$ cat src/rtl/core/assert_macros.svh
// ----------------------------------------------------------------------------
// Assertion macros shared by the deque RTL.
// Every check is clocked on the rising edge and disabled while reset is low.
// ----------------------------------------------------------------------------
`ifndef ASSERT_MACROS_SVH
`define ASSERT_MACROS_SVH

// The property must hold at every clock edge outside reset.
`define BDQ_ASSERT(lbl, clk, rstn, prop, msg) \
  lbl: assert property (@(posedge clk) disable iff (!rstn) (prop)) else $error(msg);

// The condition must never be true at a clock edge outside reset.
`define BDQ_ASSERT_NEVER(lbl, clk, rstn, cond, msg) \
  lbl: assert property (@(posedge clk) disable iff (!rstn) !(cond)) else $error(msg);

`endif

$ cat src/rtl/core/bdq_pkg.sv
// ----------------------------------------------------------------------------
// bdq_pkg
// Command and status codes, the decoded operation and shared sizes.
// ----------------------------------------------------------------------------
package bdq_pkg;

  localparam int unsigned BDQ_CAPACITY = 16;
  localparam int unsigned QUEUE_DEPTH  = 2;

  localparam logic [2:0] CMD_INS_REAR  = 3'd0;
  localparam logic [2:0] CMD_INS_FRONT = 3'd1;
  localparam logic [2:0] CMD_DEL_FRONT = 3'd2;
  localparam logic [2:0] CMD_DEL_REAR  = 3'd3;
  localparam logic [2:0] CMD_DUMP      = 3'd4;

  localparam logic [1:0] ST_OK    = 2'd0;
  localparam logic [1:0] ST_EMPTY = 2'd1;
  localparam logic [1:0] ST_FULL  = 2'd2;

  typedef enum logic [2:0] {
    OP_INS_REAR,
    OP_INS_FRONT,
    OP_DEL_FRONT,
    OP_DEL_REAR,
    OP_DUMP
  } op_e;

  typedef struct packed {
    op_e                op;
    logic signed [31:0] value;
  } op_t;

endpackage

$ cat src/rtl/core/bounded_double_ended_queue_top.sv
// ----------------------------------------------------------------------------
// bounded_double_ended_queue_top
// Results pass the operation queue and the result register; deletes and dumps
// also pass the ring read register. A dump then gives one element per cycle,
// inserts one per cycle, while out_ready_i allows; a delete's read holds off
// the next. Reset clears the front position, element count and all handshakes.
// ----------------------------------------------------------------------------
module bounded_double_ended_queue_top #(
  parameter int unsigned CAPACITY = bdq_pkg::BDQ_CAPACITY
) (
  input  logic               clk_i,
  input  logic               rst_ni,
  input  logic               in_valid_i,
  output logic               in_ready_o,
  input  logic [2:0]         cmd_i,
  input  logic signed [31:0] value_i,
  output logic               out_valid_o,
  input  logic               out_ready_i,
  output logic [1:0]         status_o,
  output logic signed [31:0] element_o,
  output logic               last_o
);
  import bdq_pkg::*;

  logic q_ready;
  logic push;
  op_t  push_item;
  logic q_valid;
  op_t  q_item;
  logic q_pop;

  bdq_front u_front (
    .in_valid_i  (in_valid_i),
    .in_ready_o  (in_ready_o),
    .cmd_i       (cmd_i),
    .value_i     (value_i),
    .q_ready_i   (q_ready),
    .push_o      (push),
    .push_item_o (push_item)
  );

  bdq_queue u_queue (
    .clk_i       (clk_i),
    .rst_ni      (rst_ni),
    .push_i      (push),
    .push_item_i (push_item),
    .ready_o     (q_ready),
    .valid_o     (q_valid),
    .item_o      (q_item),
    .pop_i       (q_pop)
  );

  bdq_back #(
    .CAPACITY (CAPACITY)
  ) u_back (
    .clk_i       (clk_i),
    .rst_ni      (rst_ni),
    .q_valid_i   (q_valid),
    .q_item_i    (q_item),
    .q_pop_o     (q_pop),
    .out_valid_o (out_valid_o),
    .out_ready_i (out_ready_i),
    .status_o    (status_o),
    .element_o   (element_o),
    .last_o      (last_o)
  );

endmodule

$ cat src/rtl/core/bdq_front.sv
// ----------------------------------------------------------------------------
// bdq_front
// Accepts input items and decodes the command into an operation.
// ----------------------------------------------------------------------------
module bdq_front (
  input  logic               in_valid_i,
  output logic               in_ready_o,
  input  logic [2:0]         cmd_i,
  input  logic signed [31:0] value_i,
  input  logic               q_ready_i,
  output logic               push_o,
  output bdq_pkg::op_t       push_item_o
);
  import bdq_pkg::*;

  logic defined;

  always_comb begin
    defined          = 1'b1;
    push_item_o.op    = OP_INS_REAR;
    push_item_o.value = value_i;
    unique case (cmd_i)
      CMD_INS_REAR:  push_item_o.op = OP_INS_REAR;
      CMD_INS_FRONT: push_item_o.op = OP_INS_FRONT;
      CMD_DEL_FRONT: push_item_o.op = OP_DEL_FRONT;
      CMD_DEL_REAR:  push_item_o.op = OP_DEL_REAR;
      CMD_DUMP:      push_item_o.op = OP_DUMP;
      default:       defined = 1'b0;
    endcase
  end

  // Undefined commands are accepted and dropped without a result.
  assign in_ready_o = q_ready_i;
  assign push_o     = in_valid_i && q_ready_i && defined;

endmodule

$ cat src/rtl/core/bdq_queue.sv
// ----------------------------------------------------------------------------
// bdq_queue
// Short operation queue that decouples the decoder from the execution unit.
// ----------------------------------------------------------------------------
`include "assert_macros.svh"

module bdq_queue (
  input  logic         clk_i,
  input  logic         rst_ni,
  input  logic         push_i,
  input  bdq_pkg::op_t push_item_i,
  output logic         ready_o,
  output logic         valid_o,
  output bdq_pkg::op_t item_o,
  input  logic         pop_i
);
  import bdq_pkg::*;

  localparam int unsigned PTR_W = (QUEUE_DEPTH > 1) ? $clog2(QUEUE_DEPTH) : 1;
  localparam int unsigned CNT_W = $clog2(QUEUE_DEPTH + 1);
  localparam logic [PTR_W-1:0] LAST_SLOT = PTR_W'(QUEUE_DEPTH - 1);
  localparam logic [CNT_W-1:0] DEPTH_C   = CNT_W'(QUEUE_DEPTH);

  op_t              slot_q [QUEUE_DEPTH];
  logic [PTR_W-1:0] wr_ptr_q, wr_ptr_d;
  logic [PTR_W-1:0] rd_ptr_q, rd_ptr_d;
  logic [CNT_W-1:0] cnt_q, cnt_d;

  assign ready_o = (cnt_q != DEPTH_C);
  assign valid_o = (cnt_q != '0);
  assign item_o  = slot_q[rd_ptr_q];

  always_comb begin
    wr_ptr_d = wr_ptr_q;
    rd_ptr_d = rd_ptr_q;
    cnt_d    = cnt_q;
    if (push_i) begin
      wr_ptr_d = (wr_ptr_q == LAST_SLOT) ? '0 : wr_ptr_q + 1'b1;
    end
    if (pop_i) begin
      rd_ptr_d = (rd_ptr_q == LAST_SLOT) ? '0 : rd_ptr_q + 1'b1;
    end
    if (push_i && !pop_i) begin
      cnt_d = cnt_q + 1'b1;
    end else if (pop_i && !push_i) begin
      cnt_d = cnt_q - 1'b1;
    end
  end

  always_ff @(posedge clk_i or negedge rst_ni) begin
    if (!rst_ni) begin
      wr_ptr_q <= '0;
      rd_ptr_q <= '0;
      cnt_q    <= '0;
    end else begin
      wr_ptr_q <= wr_ptr_d;
      rd_ptr_q <= rd_ptr_d;
      cnt_q    <= cnt_d;
    end
  end

  always_ff @(posedge clk_i) begin
    if (push_i) begin
      slot_q[wr_ptr_q] <= push_item_i;
    end
  end

  `BDQ_ASSERT(a_pop_not_empty, clk_i, rst_ni, pop_i |-> valid_o, "pop from an empty queue")

endmodule

$ cat src/rtl/core/bdq_back.sv
// ----------------------------------------------------------------------------
// bdq_back
// Executes queued operations on the ring store and holds the result register.
// ----------------------------------------------------------------------------
`include "assert_macros.svh"

module bdq_back #(
  parameter int unsigned CAPACITY = bdq_pkg::BDQ_CAPACITY
) (
  input  logic               clk_i,
  input  logic               rst_ni,
  input  logic               q_valid_i,
  input  bdq_pkg::op_t       q_item_i,
  output logic               q_pop_o,
  output logic               out_valid_o,
  input  logic               out_ready_i,
  output logic [1:0]         status_o,
  output logic signed [31:0] element_o,
  output logic               last_o
);
  import bdq_pkg::*;

  localparam int unsigned PW = $clog2(CAPACITY);
  localparam int unsigned CW = $clog2(CAPACITY + 1);
  localparam logic [CW-1:0] CAP_C    = CW'(CAPACITY);
  localparam logic [PW-1:0] LAST_POS = PW'(CAPACITY - 1);

  localparam logic [1:0] S_IDLE = 2'd0;
  localparam logic [1:0] S_READ = 2'd1;
  localparam logic [1:0] S_DUMP = 2'd2;

  // Position of the element at a given offset from the front, modulo the capacity.
  function automatic logic [PW-1:0] ring_pos(input logic [PW-1:0] base,
                                             input logic [CW-1:0] off);
    logic [CW:0] sum;
    sum = (CW+1)'(base) + (CW+1)'(off);
    if (sum >= (CW+1)'(CAPACITY)) begin
      sum = sum - (CW+1)'(CAPACITY);
    end
    return sum[PW-1:0];
  endfunction

  logic signed [31:0] mem_q [CAPACITY];
  logic signed [31:0] rd_data_q;

  logic [1:0]    state_q, state_d;
  logic [PW-1:0] front_q, front_d;
  logic [CW-1:0] count_q, count_d;
  logic [PW-1:0] idx_q, idx_d;

  logic               out_valid_q;
  logic [1:0]         status_q;
  logic signed [31:0] element_q;
  logic               last_q;

  logic               out_free;
  logic               out_load;
  logic [1:0]         status_d;
  logic signed [31:0] element_d;
  logic               last_d;

  logic               wr_en;
  logic [PW-1:0]      wr_addr;
  logic               rd_en;
  logic [PW-1:0]      rd_addr;
  logic [PW-1:0]      front_dec;
  logic [CW-1:0]      idx_next;

  assign out_free  = !out_valid_q || out_ready_i;
  assign front_dec = (front_q == '0) ? LAST_POS : front_q - 1'b1;
  assign idx_next  = CW'(idx_q) + 1'b1;

  always_comb begin
    state_d   = state_q;
    front_d   = front_q;
    count_d   = count_q;
    idx_d     = idx_q;
    q_pop_o   = 1'b0;
    out_load  = 1'b0;
    status_d  = ST_OK;
    element_d = '0;
    last_d    = 1'b1;
    wr_en     = 1'b0;
    wr_addr   = '0;
    rd_en     = 1'b0;
    rd_addr   = '0;
    unique case (state_q)
      S_IDLE: begin
        if (q_valid_i && out_free) begin
          q_pop_o = 1'b1;
          unique case (q_item_i.op)
            OP_INS_REAR, OP_INS_FRONT: begin
              out_load = 1'b1;
              if (count_q == CAP_C) begin
                status_d = ST_FULL;
              end else begin
                wr_en     = 1'b1;
                element_d = q_item_i.value;
                count_d   = count_q + 1'b1;
                if (q_item_i.op == OP_INS_REAR) begin
                  wr_addr = ring_pos(front_q, count_q);
                end else begin
                  wr_addr = front_dec;
                  front_d = front_dec;
                end
              end
            end
            OP_DEL_FRONT, OP_DEL_REAR: begin
              if (count_q == '0) begin
                out_load = 1'b1;
                status_d = ST_EMPTY;
              end else begin
                rd_en   = 1'b1;
                count_d = count_q - 1'b1;
                state_d = S_READ;
                if (q_item_i.op == OP_DEL_FRONT) begin
                  rd_addr = front_q;
                  front_d = (front_q == LAST_POS) ? '0 : front_q + 1'b1;
                end else begin
                  rd_addr = ring_pos(front_q, count_q - 1'b1);
                end
              end
            end
            OP_DUMP: begin
              if (count_q == '0) begin
                out_load = 1'b1;
                status_d = ST_EMPTY;
              end else begin
                rd_en   = 1'b1;
                rd_addr = front_q;
                idx_d   = '0;
                state_d = S_DUMP;
              end
            end
            default: ;
          endcase
        end
      end
      S_READ: begin
        if (out_free) begin
          out_load  = 1'b1;
          element_d = rd_data_q;
          state_d   = S_IDLE;
        end
      end
      S_DUMP: begin
        // The next entry is fetched while the current one moves to the output.
        if (out_free) begin
          out_load  = 1'b1;
          element_d = rd_data_q;
          last_d    = (idx_next == count_q);
          if (idx_next == count_q) begin
            state_d = S_IDLE;
          end else begin
            idx_d   = idx_q + 1'b1;
            rd_en   = 1'b1;
            rd_addr = ring_pos(front_q, idx_next);
          end
        end
      end
      default: state_d = S_IDLE;
    endcase
  end

  always_ff @(posedge clk_i or negedge rst_ni) begin
    if (!rst_ni) begin
      state_q     <= S_IDLE;
      front_q     <= '0;
      count_q     <= '0;
      idx_q       <= '0;
      out_valid_q <= 1'b0;
    end else begin
      state_q <= state_d;
      front_q <= front_d;
      count_q <= count_d;
      idx_q   <= idx_d;
      if (out_load) begin
        out_valid_q <= 1'b1;
      end else if (out_ready_i) begin
        out_valid_q <= 1'b0;
      end
    end
  end

  always_ff @(posedge clk_i) begin
    if (out_load) begin
      status_q  <= status_d;
      element_q <= element_d;
      last_q    <= last_d;
    end
  end

  always_ff @(posedge clk_i) begin
    if (wr_en) begin
      mem_q[wr_addr] <= q_item_i.value;
    end
  end

  always_ff @(posedge clk_i) begin
    if (rd_en) begin
      rd_data_q <= mem_q[rd_addr];
    end
  end

  assign out_valid_o = out_valid_q;
  assign status_o    = status_q;
  assign element_o   = element_q;
  assign last_o      = last_q;

  `BDQ_ASSERT(a_count_range, clk_i, rst_ni, count_q <= CAP_C, "element count above capacity")
  `BDQ_ASSERT(a_err_zero, clk_i, rst_ni, (out_valid_q && status_q != ST_OK) |-> (element_q == '0), "error result with nonzero element")
  `BDQ_ASSERT_NEVER(a_dump_empty, clk_i, rst_ni, (state_q == S_DUMP) && (count_q == '0), "dump running on an empty store")

endmodule

$ cat config.mk
export PLATFORM = sky130hd
export DESIGN_NAME = bounded_double_ended_queue_top
export DESIGN_NICKNAME = d
export VERILOG_FILES = /design/src/rtl/core/bdq_pkg.sv /design/src/rtl/core/bounded_double_ended_queue_top.sv /design/src/rtl/core/bdq_front.sv /design/src/rtl/core/bdq_queue.sv /design/src/rtl/core/bdq_back.sv
export VERILOG_INCLUDE_DIRS = /design/src /design/src/rtl/core
export SDC_FILE = /design/constraint.sdc
export NUM_CORES = 1
export LEC_CHECK = 0
export BUFFER_PORTS_ARGS = -buffer_cell sky130_fd_sc_hd__buf_2
export CAP_MARGIN = 10
export CORE_MARGIN = 4
export CORE_UTILIZATION = 51
export DETAILED_ROUTE_END_ITERATION = 16
export GPL_TIMING_DRIVEN = 1
export PLACE_DENSITY = 0.7
export SLEW_MARGIN = 10
export SYNTH_ARGS = -nofsm -noshare
export SYNTH_HDL_FRONTEND = slang
export SYNTH_SLANG_ARGS = --single-unit
$ cat constraint.sdc
create_clock -name clk_i -period 4.4 [get_ports clk_i]
set_clock_uncertainty 0.05 [all_clocks]
set_input_delay 0.88 -clock clk_i [delete_from_list [all_inputs] [get_ports clk_i]]
set_output_delay 0.88 -clock clk_i [all_outputs]
set_load 0.005 [all_outputs]
### Word level (Yosys, flattened, before mapping)

Memory sizes are Yosys's and may differ from the RTL's. A register that Yosys moved wholly into a read port is not among the register bits.
Index checks and enable logic that the tools add are counted.
Widths: inputs -> output; s select.

* flip-flop bits (word level): 55
* bits in writable memories: 582
* input bits: 39
* output and inout port bits: 37
* logic and storage cells: 167
* memories kept: 2

Memory list
* u_back.mem_q: words 16, bits a word 32, rd ports 1, clocked after Yosys merged registers in 1, write ports 1, RTL line bdq_back.sv:43 `logic signed [31:0] mem_q [CAPACITY];`
* u_queue.slot_q: words 2, bits a word 35, rd ports 1, clocked after Yosys merged registers in 0, write ports 1, RTL line bdq_queue.sv:24 `op_t slot_q [QUEUE_DEPTH];`

* $add $sub $neg: 16
* $lt $le $gt $ge: 3
* equality and inequality tests: 28
* multiplexer cells: 77
* reduce and logical (&&, ||, !) cells: 30

Operator list (count)
* $mux 32: 4
* $mux 4: 25
* $pmux 32 s2: 1
* $pmux 4 s2: 4
* $mux 1: 24
* $add 4x5->6: 3
* $ge 6x5->1 const B: 3
* $mux 2: 9
* $sub 4x1->4 const B: 4
* $ne 2x2->1 const B: 7
* $reduce_and 7->1: 2
* $eq 3x2->1 const B: 4
* $pmux 3 s4: 1
* $mux 5: 2
* $ne 2x1->1 const B: 5
* $pmux 5 s2: 1
* $reduce_bool 2->1: 5
* $ne 3x3->1 const B: 3
* $add 4x1->4 const B: 2
* $pmux 2 s2: 2
* $eq 3x1->1 const B: 2
* $eq 3x3->1 const B: 2
* $logic_not 3->1: 2
* $pmux 1 s2: 3
* other kinds (24): 34

### Depth between registers and ports, before layout

Gate-level depths: netlist (run 1).

* depth in word-level cells: 9
* gate-level depth with buffers: 13
* depth with buffers taken out: 12

### Cells and area by module

From an unflattened synthesis (run 1), not the netlist that was laid out.

* cell total of the unflattened synthesis: 1736
* area total of the unflattened synthesis: 28589.9 um2

By module, submodules not included
* bdq_back: instances 1, cells an instance 1573, area each 25441.9 um2, seq. area each 17787.1 um2
* bdq_queue: instances 1, cells an instance 125, area each 2865.2 um2, seq. area each 2202.1 um2
* bdq_front: instances 1, cells an instance 38, area each 282.8 um2, seq. area each 0.0 um2

### Worst setup path after synthesis (run 1)

Ideal clock, no wire load.

* path type: flip-flop to flip-flop
* start: register u_queue.rd_ptr_q
* end: memory u_back.mem_q[0][0], enable pin
* setup time: 468 ps
* data arrival time: 4335 ps
* data required time: 3882 ps
* slack: -452 ps
* stages on the path, launching flop included: 9
* path buffers: 3
* clock period less this slack: 4852 ps
* path through: dfrtp_1 > buf_2 > buf_1 > mux2i_1 > and2_1 > nand2_1 > a31oi_1 > clkbuf_1 > nor3b_1

* word-level cells in the longest chain between the ends: 8
* elaborated cells between the ends (all ways): 14
* classes of those cells: eq/ne: 1; mux: 10; reduce/logical: 2; memory: 1

Ends and longest elaborated chain
* from (decl): RTL line bdq_queue.sv:26 `logic [PTR_W-1:0] rd_ptr_q, rd_ptr_d;`
* from (signal assigned): RTL line bdq_queue.sv:57 `rd_ptr_q <= rd_ptr_d;`
* $mem_v2 2x35 *
* $eq 3x1->1 or $logic_not 3->1 (tied branches): RTL line bdq_back.sv:91, bdq_back.sv:100
* $reduce_or 2->1: RTL line bdq_back.sv:91 `unique case (q_item_i.op)`
* $mux 1: RTL line bdq_back.sv:91
* $mux 1: RTL line bdq_back.sv:89 `if (q_valid_i && out_free) begin`
* $mux 1: RTL line bdq_back.sv:87 `unique case (state_q)`
* $mux 1: RTL line bdq_back.sv:194 `if (wr_en) begin`
* $mux 1 (not written as such): RTL line bdq_back.sv:195 `mem_q[wr_addr] <= q_item_i.value;`
* to (decl): RTL line bdq_back.sv:43

Mark *: on every way between the ends. The rest lies on a longest branch, timed or not.

### Worst setup path after layout (run 1)

* start: register u_back.count_q[1]
* end: register u_back.rd_data_q[2], read port of u_back.mem_q (data pin)

* word-level cells in the longest chain between the ends: 9
* elaborated cells between the ends (all ways): 21
* classes of those cells: add/sub: 3; order compare: 1; eq/ne: 1; mux: 15; reduce/logical: 1

Ends and longest elaborated chain
* from (decl): RTL line bdq_back.sv:48 `logic [CW-1:0] count_q, count_d;`
* from (signal assigned): RTL line bdq_back.sv:175 `count_q <= count_d;`
* $sub 5x1->5: RTL line bdq_back.sv:120 `rd_addr = ring_pos(front_q, count_q - 1'b1);`
* $add 4x5->6: RTL line bdq_back.sv:36 `sum = (CW+1)'(base) + (CW+1)'(off);`
* $ge 6x5->1 or $sub 4x1->4 (tied branches): RTL line bdq_back.sv:37, bdq_back.sv:38
* $mux 4: RTL line bdq_back.sv:37 `if (sum >= (CW+1)'(CAPACITY)) begin`
* $mux 4: RTL line bdq_back.sv:116 `if (q_item_i.op == OP_DEL_FRONT) begin`
* $mux 4: RTL line bdq_back.sv:109 `if (count_q == '0) begin`
* $pmux 4 s2: RTL line bdq_back.sv:91
* $mux 4: RTL line bdq_back.sv:89
* $pmux 4 s2: RTL line bdq_back.sv:87
* to (decl): RTL line bdq_back.sv:44 `logic signed [31:0] rd_data_q;`

Parallel ways exist; a longest one is shown, timed or not.
A chain may end at the register's enable or synchronous reset.

==> results of run 1 <==
where the power goes:
group | switching [mW] | internal (mW) | leakage (nW)
clock network | 2.29 | 3.28 | 1.05
registers | 0.325 | 8.66 | 6.14
logic | 5.06 | 2.85 | 3.82
critical path: stages (launching register included):
cell and delay, ps:
dfrtp_1 530, inv_1 110, ha_1 230, xor2_1 150
ha_1 330, nand3_1 120, a21o_1 170, mux2i_1 170
nand2_1 130, o311ai_4 1000, buf_4 380, o21ai_0 140
o32a_1 340
worst min path at each step:
| stage | start | to | slack [ps] | cells past startpoint |
|---|---|---|---|---|
| final | rst_ni | u_back.count_q[1] | 210 | 1 |
| after floorplan | u_queue.wr_ptr_q | u_queue.wr_ptr_q | 410 | 1 |
| after global placement | u_queue.cnt_q[1] | u_queue.cnt_q[1] | 430 | 1 |
| after CTS | rst_ni | u_back.count_q[1] | 200 | 1 |
| after detailed placement | u_queue.cnt_q[1] | u_queue.cnt_q[1] | 450 | 1 |
| after global routing | rst_ni | u_back.count_q[1] | 230 | 1 |
sequential cells by signal, indices dropped and copies added (netlist names):
name                cells
u_back.count_q          5
u_back.element_o       32
u_back.front_q          4
u_back.idx_q            4
u_back.last_o           1
u_back.mem_q          512
u_back.out_valid_o      1
u_back.rd_data_q       32
u_back.state_q          2
u_back.status_o         2
u_queue.cnt_q           2
u_queue.rd_ptr_q        1
u_queue.slot_q         70
u_queue.wr_ptr_q        1
metal layers:
layer / routed length [microns] / GRT usage, % / vias up
met3: 4470 / 3.86 / 140
met2: 30900 / 36.7 / 645
met1: 26000 / 30.1 / 7747
li1: - / - / 6852
met5: 0 / 0 / -
met4: 2210 / 8.87 / 0
final cells by class:
type	instances	area (sq um)
fill	3869	21500
timing repair buffer	138	1150
clock buffer	90	1870
tap	688	861
clock inverter	30	272
multi-input combinational	904	6710
sequential	669	20000
inverter	20	75.1
cell usage in the layout (no fill, tap or decap), types with 4 or more instances in the layout:
cell type  instances
edfxtp_1         649
a21oi_1          143
o21ai_0          111
nand2_1          107
mux2i_1          100
mux2_2            84
buf_2             75
clkbuf_16         71
nor2_1            50
buf_4             39
a22o_1            38
a22oi_1           32
o221ai_1          31
o32a_1            31
buf_12            24
inv_1             20
ha_1              20
dfrtp_1           19
xnor2_1           18
clkbuf_1          17
nor2_4            16
nand3_1           13
clkinv_1          12
xor2_1            11
mux2_1            11
clkinv_2          10
nor2b_1            5
bufinv_16          5
nand2b_1           4
o21ai_4            4
a21o_1             4
and3_1             4
o31ai_1            4
nor3_1             4
per-stage QoR:
step	instance area (sq um)	hold slack (ps)	total power, mW
after floorplan	27000	410	14.1
after global placement	28800	433	16.7
after detailed placement	28800	453	17.0
after CTS	30900	199	22.6
after global routing	30900	230	23.6
final	30900	208	22.5
Yosys cell counts (5+ instances only):
cell type	n
a21oi_1	144
a22o_1	38
a22oi_1	32
buf_2	33
buf_6	7
clkbuf_1	51
dfrtp_1	20
edfxtp_1	649
ha_1	21
inv_1	20
mux2_1	11
mux2_2	84
mux2i_1	100
nand2_1	107
nand3_1	13
nor2_1	66
nor2b_1	5
o21ai_0	113
o221ai_1	31
o32a_1	31
xnor2_1	18
xor2_1	11
logic make-up (layout without fill, tap and decap cells):
logic type               Yosys count  count (layout)  synth area share (%)
flip-flops                       669             669                  74.1
adder cells (fa/ha/maj)           24              24                  1.20
AND/OR/NAND/NOR                  228             228                  3.74
XOR/XNOR                          29              29                 0.941
multiplexers                     195             195                  7.67
AO/OA/AOI/OAI                    428             428                  10.3
buffers and inverters            120             278                  2.08
==> results by group, run 1 <==
CTS
  • Clk sinks: 669
  • Clk_lat worst skew: 590 ps
  • CTS Root Cell: clkbuf_16
  • CTS tree: built
  • H-Tree Depth: 3
  • CTS Hold Buffers Added: 0
  • Post-CTS Setup Bufs: 0
  • Total clock buffers created by CTS: 69
  • Clk slew on worst S/H paths: 60 ps
  • Clock Tree Buf Depth: 3
  • Cts repair resizes: 0

Timing
  • Tcrit/Tclk final: 93.8%
  • Fin Setup TNS: 0 ps
  • Max Slew Vio Count: 0
  • Slew headroom: 17.6%
  • Measured slew at the worst slew-check pin: 1230 ps
  • Final setup fails: 0
  • Final hold violations: 0
  • Final min period: 4130 ps
  • RSZ-0062 raised after global routing: no
  • Final worst slack: 275 ps
  • FMAX: 242 MHz

Worst setup path
  • FF-to-FF Start: u_back.count_q[1]
  • Worst endpoint required time: 4680 ps
  • Startpoint Class: register
  • Crit path from: u_back.count_q[1]
  • CP Max Fanout: 21
  • Worst EP arrival: 4410 ps
  • CP Class: reg2reg
  • Setup crit end: u_back.rd_data_q[2]
  • R2r setup slk: 270 ps
  • Reg2Reg Capture Point: u_back.rd_data_q[2]
  • Critical path capture point type: register
  • Worst reg-to-reg path cell count: 12

Detailed routing
  • Routed length per placed instance: 25.0 microns
  • Remaining DRCs: 0
  • Vias per inst: 6.06
  • Detailed Route Iter0 Violations: 1,741
  • Routed Antenna Nets: 0
  • DR vias: 15,384
  • DR pass1 iterations: 7
  • DRT Wirelength: 63,600 microns

Layout
  • P&R area growth vs syn: 14.6%
  • Fraction of layout cells with a size suffix above 1: 19.1%
  • Fin nets: 1,865
  • Final antenna diode count: 0
  • Final core utilization: 59.0%
  • Fin cells: 2,539

Synth
  • Ys async rst share: 2.99%
  • Post-synth top area cell: edfxtp_1
  • Net Count, Synth: 1,756
  • Ys Warns: 0
  • Fraction of the yosys area taken by sequential cells: 74.1%
  • Yosys top cell area share: 72.2%
  • FF+latch count, synth: 669
  • Post-synth EDFFs: 649
  • Ys flop type: edfxtp_1
  • Synth top area cells: edfxtp_1 (72%), mux2i_1 (3.7%), mux2_2 (3.5%)
  • Mapped cell area: 27,000 sq um
  • Count of cell types in the netlist: 62
  • Synth Area per Inst: 15.9 sq um
  • Cells after Synth: 1,693

Die
  • Io pins: 76
  • Die width: 238 microns
  • Initial Utilization: 51.5%
  • Row cnt: 84
  • Die Y: 238 microns
  • Core Footprint: 52,400 sq um
  • Die Area: 56,700 sq um

Hold path
  • Hold Crit Class: in2async

Run status
  • Status: complete, no violations

Place
  • Placed Cells: 2,419
  • Final Wtd Congestion: 0.894
  • Place WS: 352 ps
  • Final HPWL DP: 34,600 microns
  • Port buffer count: 75

GRT
  • Total Routing Usage GR: 22.4%
  • Largest net degree at the start of global routing: 66
  • Number of global-route vias before repair: 15,674
  • First-pass GRT wire length: 95,900 microns
  • Grt total ovfl: 0
  • Initial antenna violation count: 1

Flow run
  • Max Cap Violations: 0

Power
  • Cell Pwr Density: 726 nW/um^2
  • Pleak: 11.0 nW
  • VDD IR max: 0.540 mV
Power figures use the tool's default switching activity.
==> run 2, diff against run 1 <==
Settings changed: PLACE_DENSITY 0.7 to 0.67, TNS_END_PERCENT set to 50.
Clock period 4.4 ns to 4.1 ns, I/O delays scaled along.
==> results by group, run 2 (synthesized netlist as in run 1, its figures left out) <==
Place
  • Placed Area: 29,000 sq um
  • Place WS: 217 ps
  • Final HPWL DP: 36,100 microns
  • Final Wtd Congestion: 0.850
  • Port buffer count: 75

Run status
  • Status: complete, no violations

CTS
  • H-Tree Depth: 3
  • Cts repair resizes: 0
  • CTS Hold Buffers Added: 0
  • Clk sinks: 669
  • Clock Tree Buf Depth: 3
  • Total clock buffers created by CTS: 71
  • Clk slew on worst S/H paths: 70 ps
  • Clk_lat worst skew: 600 ps
  • CTS Root Cell: clkbuf_16
  • CTS tree: built
  • Post-CTS Setup Bufs: 0

GRT
  • Total Routing Usage GR: 22.3%
  • Largest net degree at the start of global routing: 73
  • Met3 Usage GRT: 3.46%
  • Number of global-route vias before repair: 15,625
  • Met2 usage: 37.2%
  • Layer with the highest usage: met2
  • Grt total ovfl: 0
  • Met1 usage: 30.5%
  • First-pass GRT wire length: 95,900 microns
  • Initial antenna violation count: 0

Detailed routing
  • DR pass1 iterations: 6
  • Vias per inst: 6.02
  • Routed Antenna Nets: 0
  • DR vias: 15,478
  • DRT Wirelength: 63,600 microns
  • Routed length per placed instance: 24.7 microns
  • Detailed Route Iter0 Violations: 1,419
  • Remaining DRCs: 0

Power
  • Cell Pwr Density: 785 nW/um^2
  • Pleak: 11.2 nW
  • Clock network power share: 25.6%
  • Comb pwr share: 35.3%
  • Sw power: 8.34 mW
  • Switch share: 34.0%
  • Pint: 16.2 mW
  • Seq pwr share: 39.1%
  • VDD IR max: 0.574 mV

Layout
  • Commonest non-fill, non-tap cell in the layout: edfxtp_1
  • Largest register FFs: 512
  • Register with the most flip-flops: u_back.mem_q
  • Largest registers: u_back.mem_q (512), u_queue.slot_q (70)
  • Fin nets: 1,890
  • Most frequent cells in the layout: edfxtp_1 (649), a21oi_1 (143), o21ai_0 (111), nand2_1 (107), mux2i_1 (100)
  • P&R area growth vs syn: 15.9%
  • Post-Layout Inst Area: 31,300 sq um
  • Final core utilization: 59.7%
  • Final antenna diode count: 0
  • Fraction of layout cells with a size suffix above 1: 20.4%

Timing
  • Max Slew Vio Count: 0
  • Tcrit/Tclk final: 90.3%
  • Measured slew at the worst slew-check pin: 975 ps
  • Fin Setup TNS: 0 ps
  • Final hold violations: 0
  • Final setup fails: 0
  • RSZ-0062 raised after global routing: no
  • Final min period: 3700 ps
  • FMAX: 270 MHz
  • Slew headroom: 35.0%
  • Final worst slack: 399 ps

Worst setup path
  • CP max stage delay: 690 ps
  • CP top delay family: compound AO/OA/AOI/OAI gates
  • CP Buf/Inv Count: 2
  • CP Max Fanout: 20
  • Crit-path cells: ha_1 -> and3b_1 -> o31a_1 -> o211ai_4 -> nand2_2 -> buf_4 -> o21ai_4 -> buf_4 -> o21ai_0 -> a21oi_1 -> o32a_1
  • Worst EP arrival: 4110 ps
  • Slowest cell on crit path: o21ai_4
  • Startpoint Class: register
  • CP Class: reg2reg
  • FF-to-FF Start: u_back.idx_q[0]
  • Critical path capture point type: register
  • Crit path from: u_back.idx_q[0]
  • Worst endpoint required time: 4510 ps
  • Most numerous cell on the critical path: buf_4

Die
  • Io pins: 76
  • Die Area: 56,700 sq um
  • Initial Utilization: 51.5%
  • Core Footprint: 52,400 sq um
  • Die Y: 238 microns
  • Row cnt: 84
  • Die width: 238 microns

Hold path
  • Hold Crit Class: in2async

Flow run
  • Max Cap Violations: 0
==> run 2: power by group through the flow <==
stage	combinational, mW	clock [mW]	sequential (mW)
2_1_floorplan	5.44	0	9.71
3_3_place_gp	8.44	0	9.71
3_5_place_dp	8.61	0	9.74
4_1_cts	8.66	6.38	9.61
5_1_grt	9.37	6.70	9.68
6_report	8.66	6.28	9.61
==> run 2: path summary, 6_finish.rpt <==
| path | slack [ps] | cells after the start | endpoint |
|---|---|---|---|
| worst min register to register | 470 | 1 | u_queue.cnt_q[1] |
| min in group clk_i | 360 | 1 | u_queue.slot_q[0][8] |
| worst min-delay path | 130 | 1 | u_back.front_q[3] |
| worst max-delay path | 400 | 11 | u_back.rd_data_q[22] |
| worst max register to register | 400 | 11 | u_back.rd_data_q[22] |
| max in group asynchronous | 3500 | 1 | u_back.idx_q[0] |
==> run 2: routing by layer <==
layer / up-vias / share of wire [%]
li1: 6916 / -
met1: 7876 / 42
met2: 570 / 49
met3: 116 / 6.7
met4: 0 / 2.6
met5: - / 0
==> run 2: cell type report <==
cell class | instances | area (sq um)
clock buffers | 87 | 1920
clock inverters | 42 | 373
fillers | 3837 | 21200
inverters | 20 | 75.1
multi-input cells | 904 | 6710
flip-flops and latches | 669 | 20000
well taps | 688 | 861
repair buffers | 161 | 1350
==> run 2: metrics by stage <==
step | hold WS (ps) | instances | power [mW]
2_1_floorplan | 410 | 1693 | 15.2
3_3_place_gp | 433 | 2441 | 18.1
3_5_place_dp | 469 | 2441 | 18.3
4_1_cts | 126 | 2570 | 24.6
5_1_grt | 163 | 2571 | 25.7
6_report | 133 | 2571 | 24.5
==> run 2: worst register-to-register path: cells and delay by family (launching register included) <==
kind	cells	cell delay (ps)
adder cells (fa/ha/maj)	1	310
AND/OR/NAND/NOR	2	300
buffers and inverters	2	610
AO/OA/AOI/OAI	6	1860
flip-flops	1	450
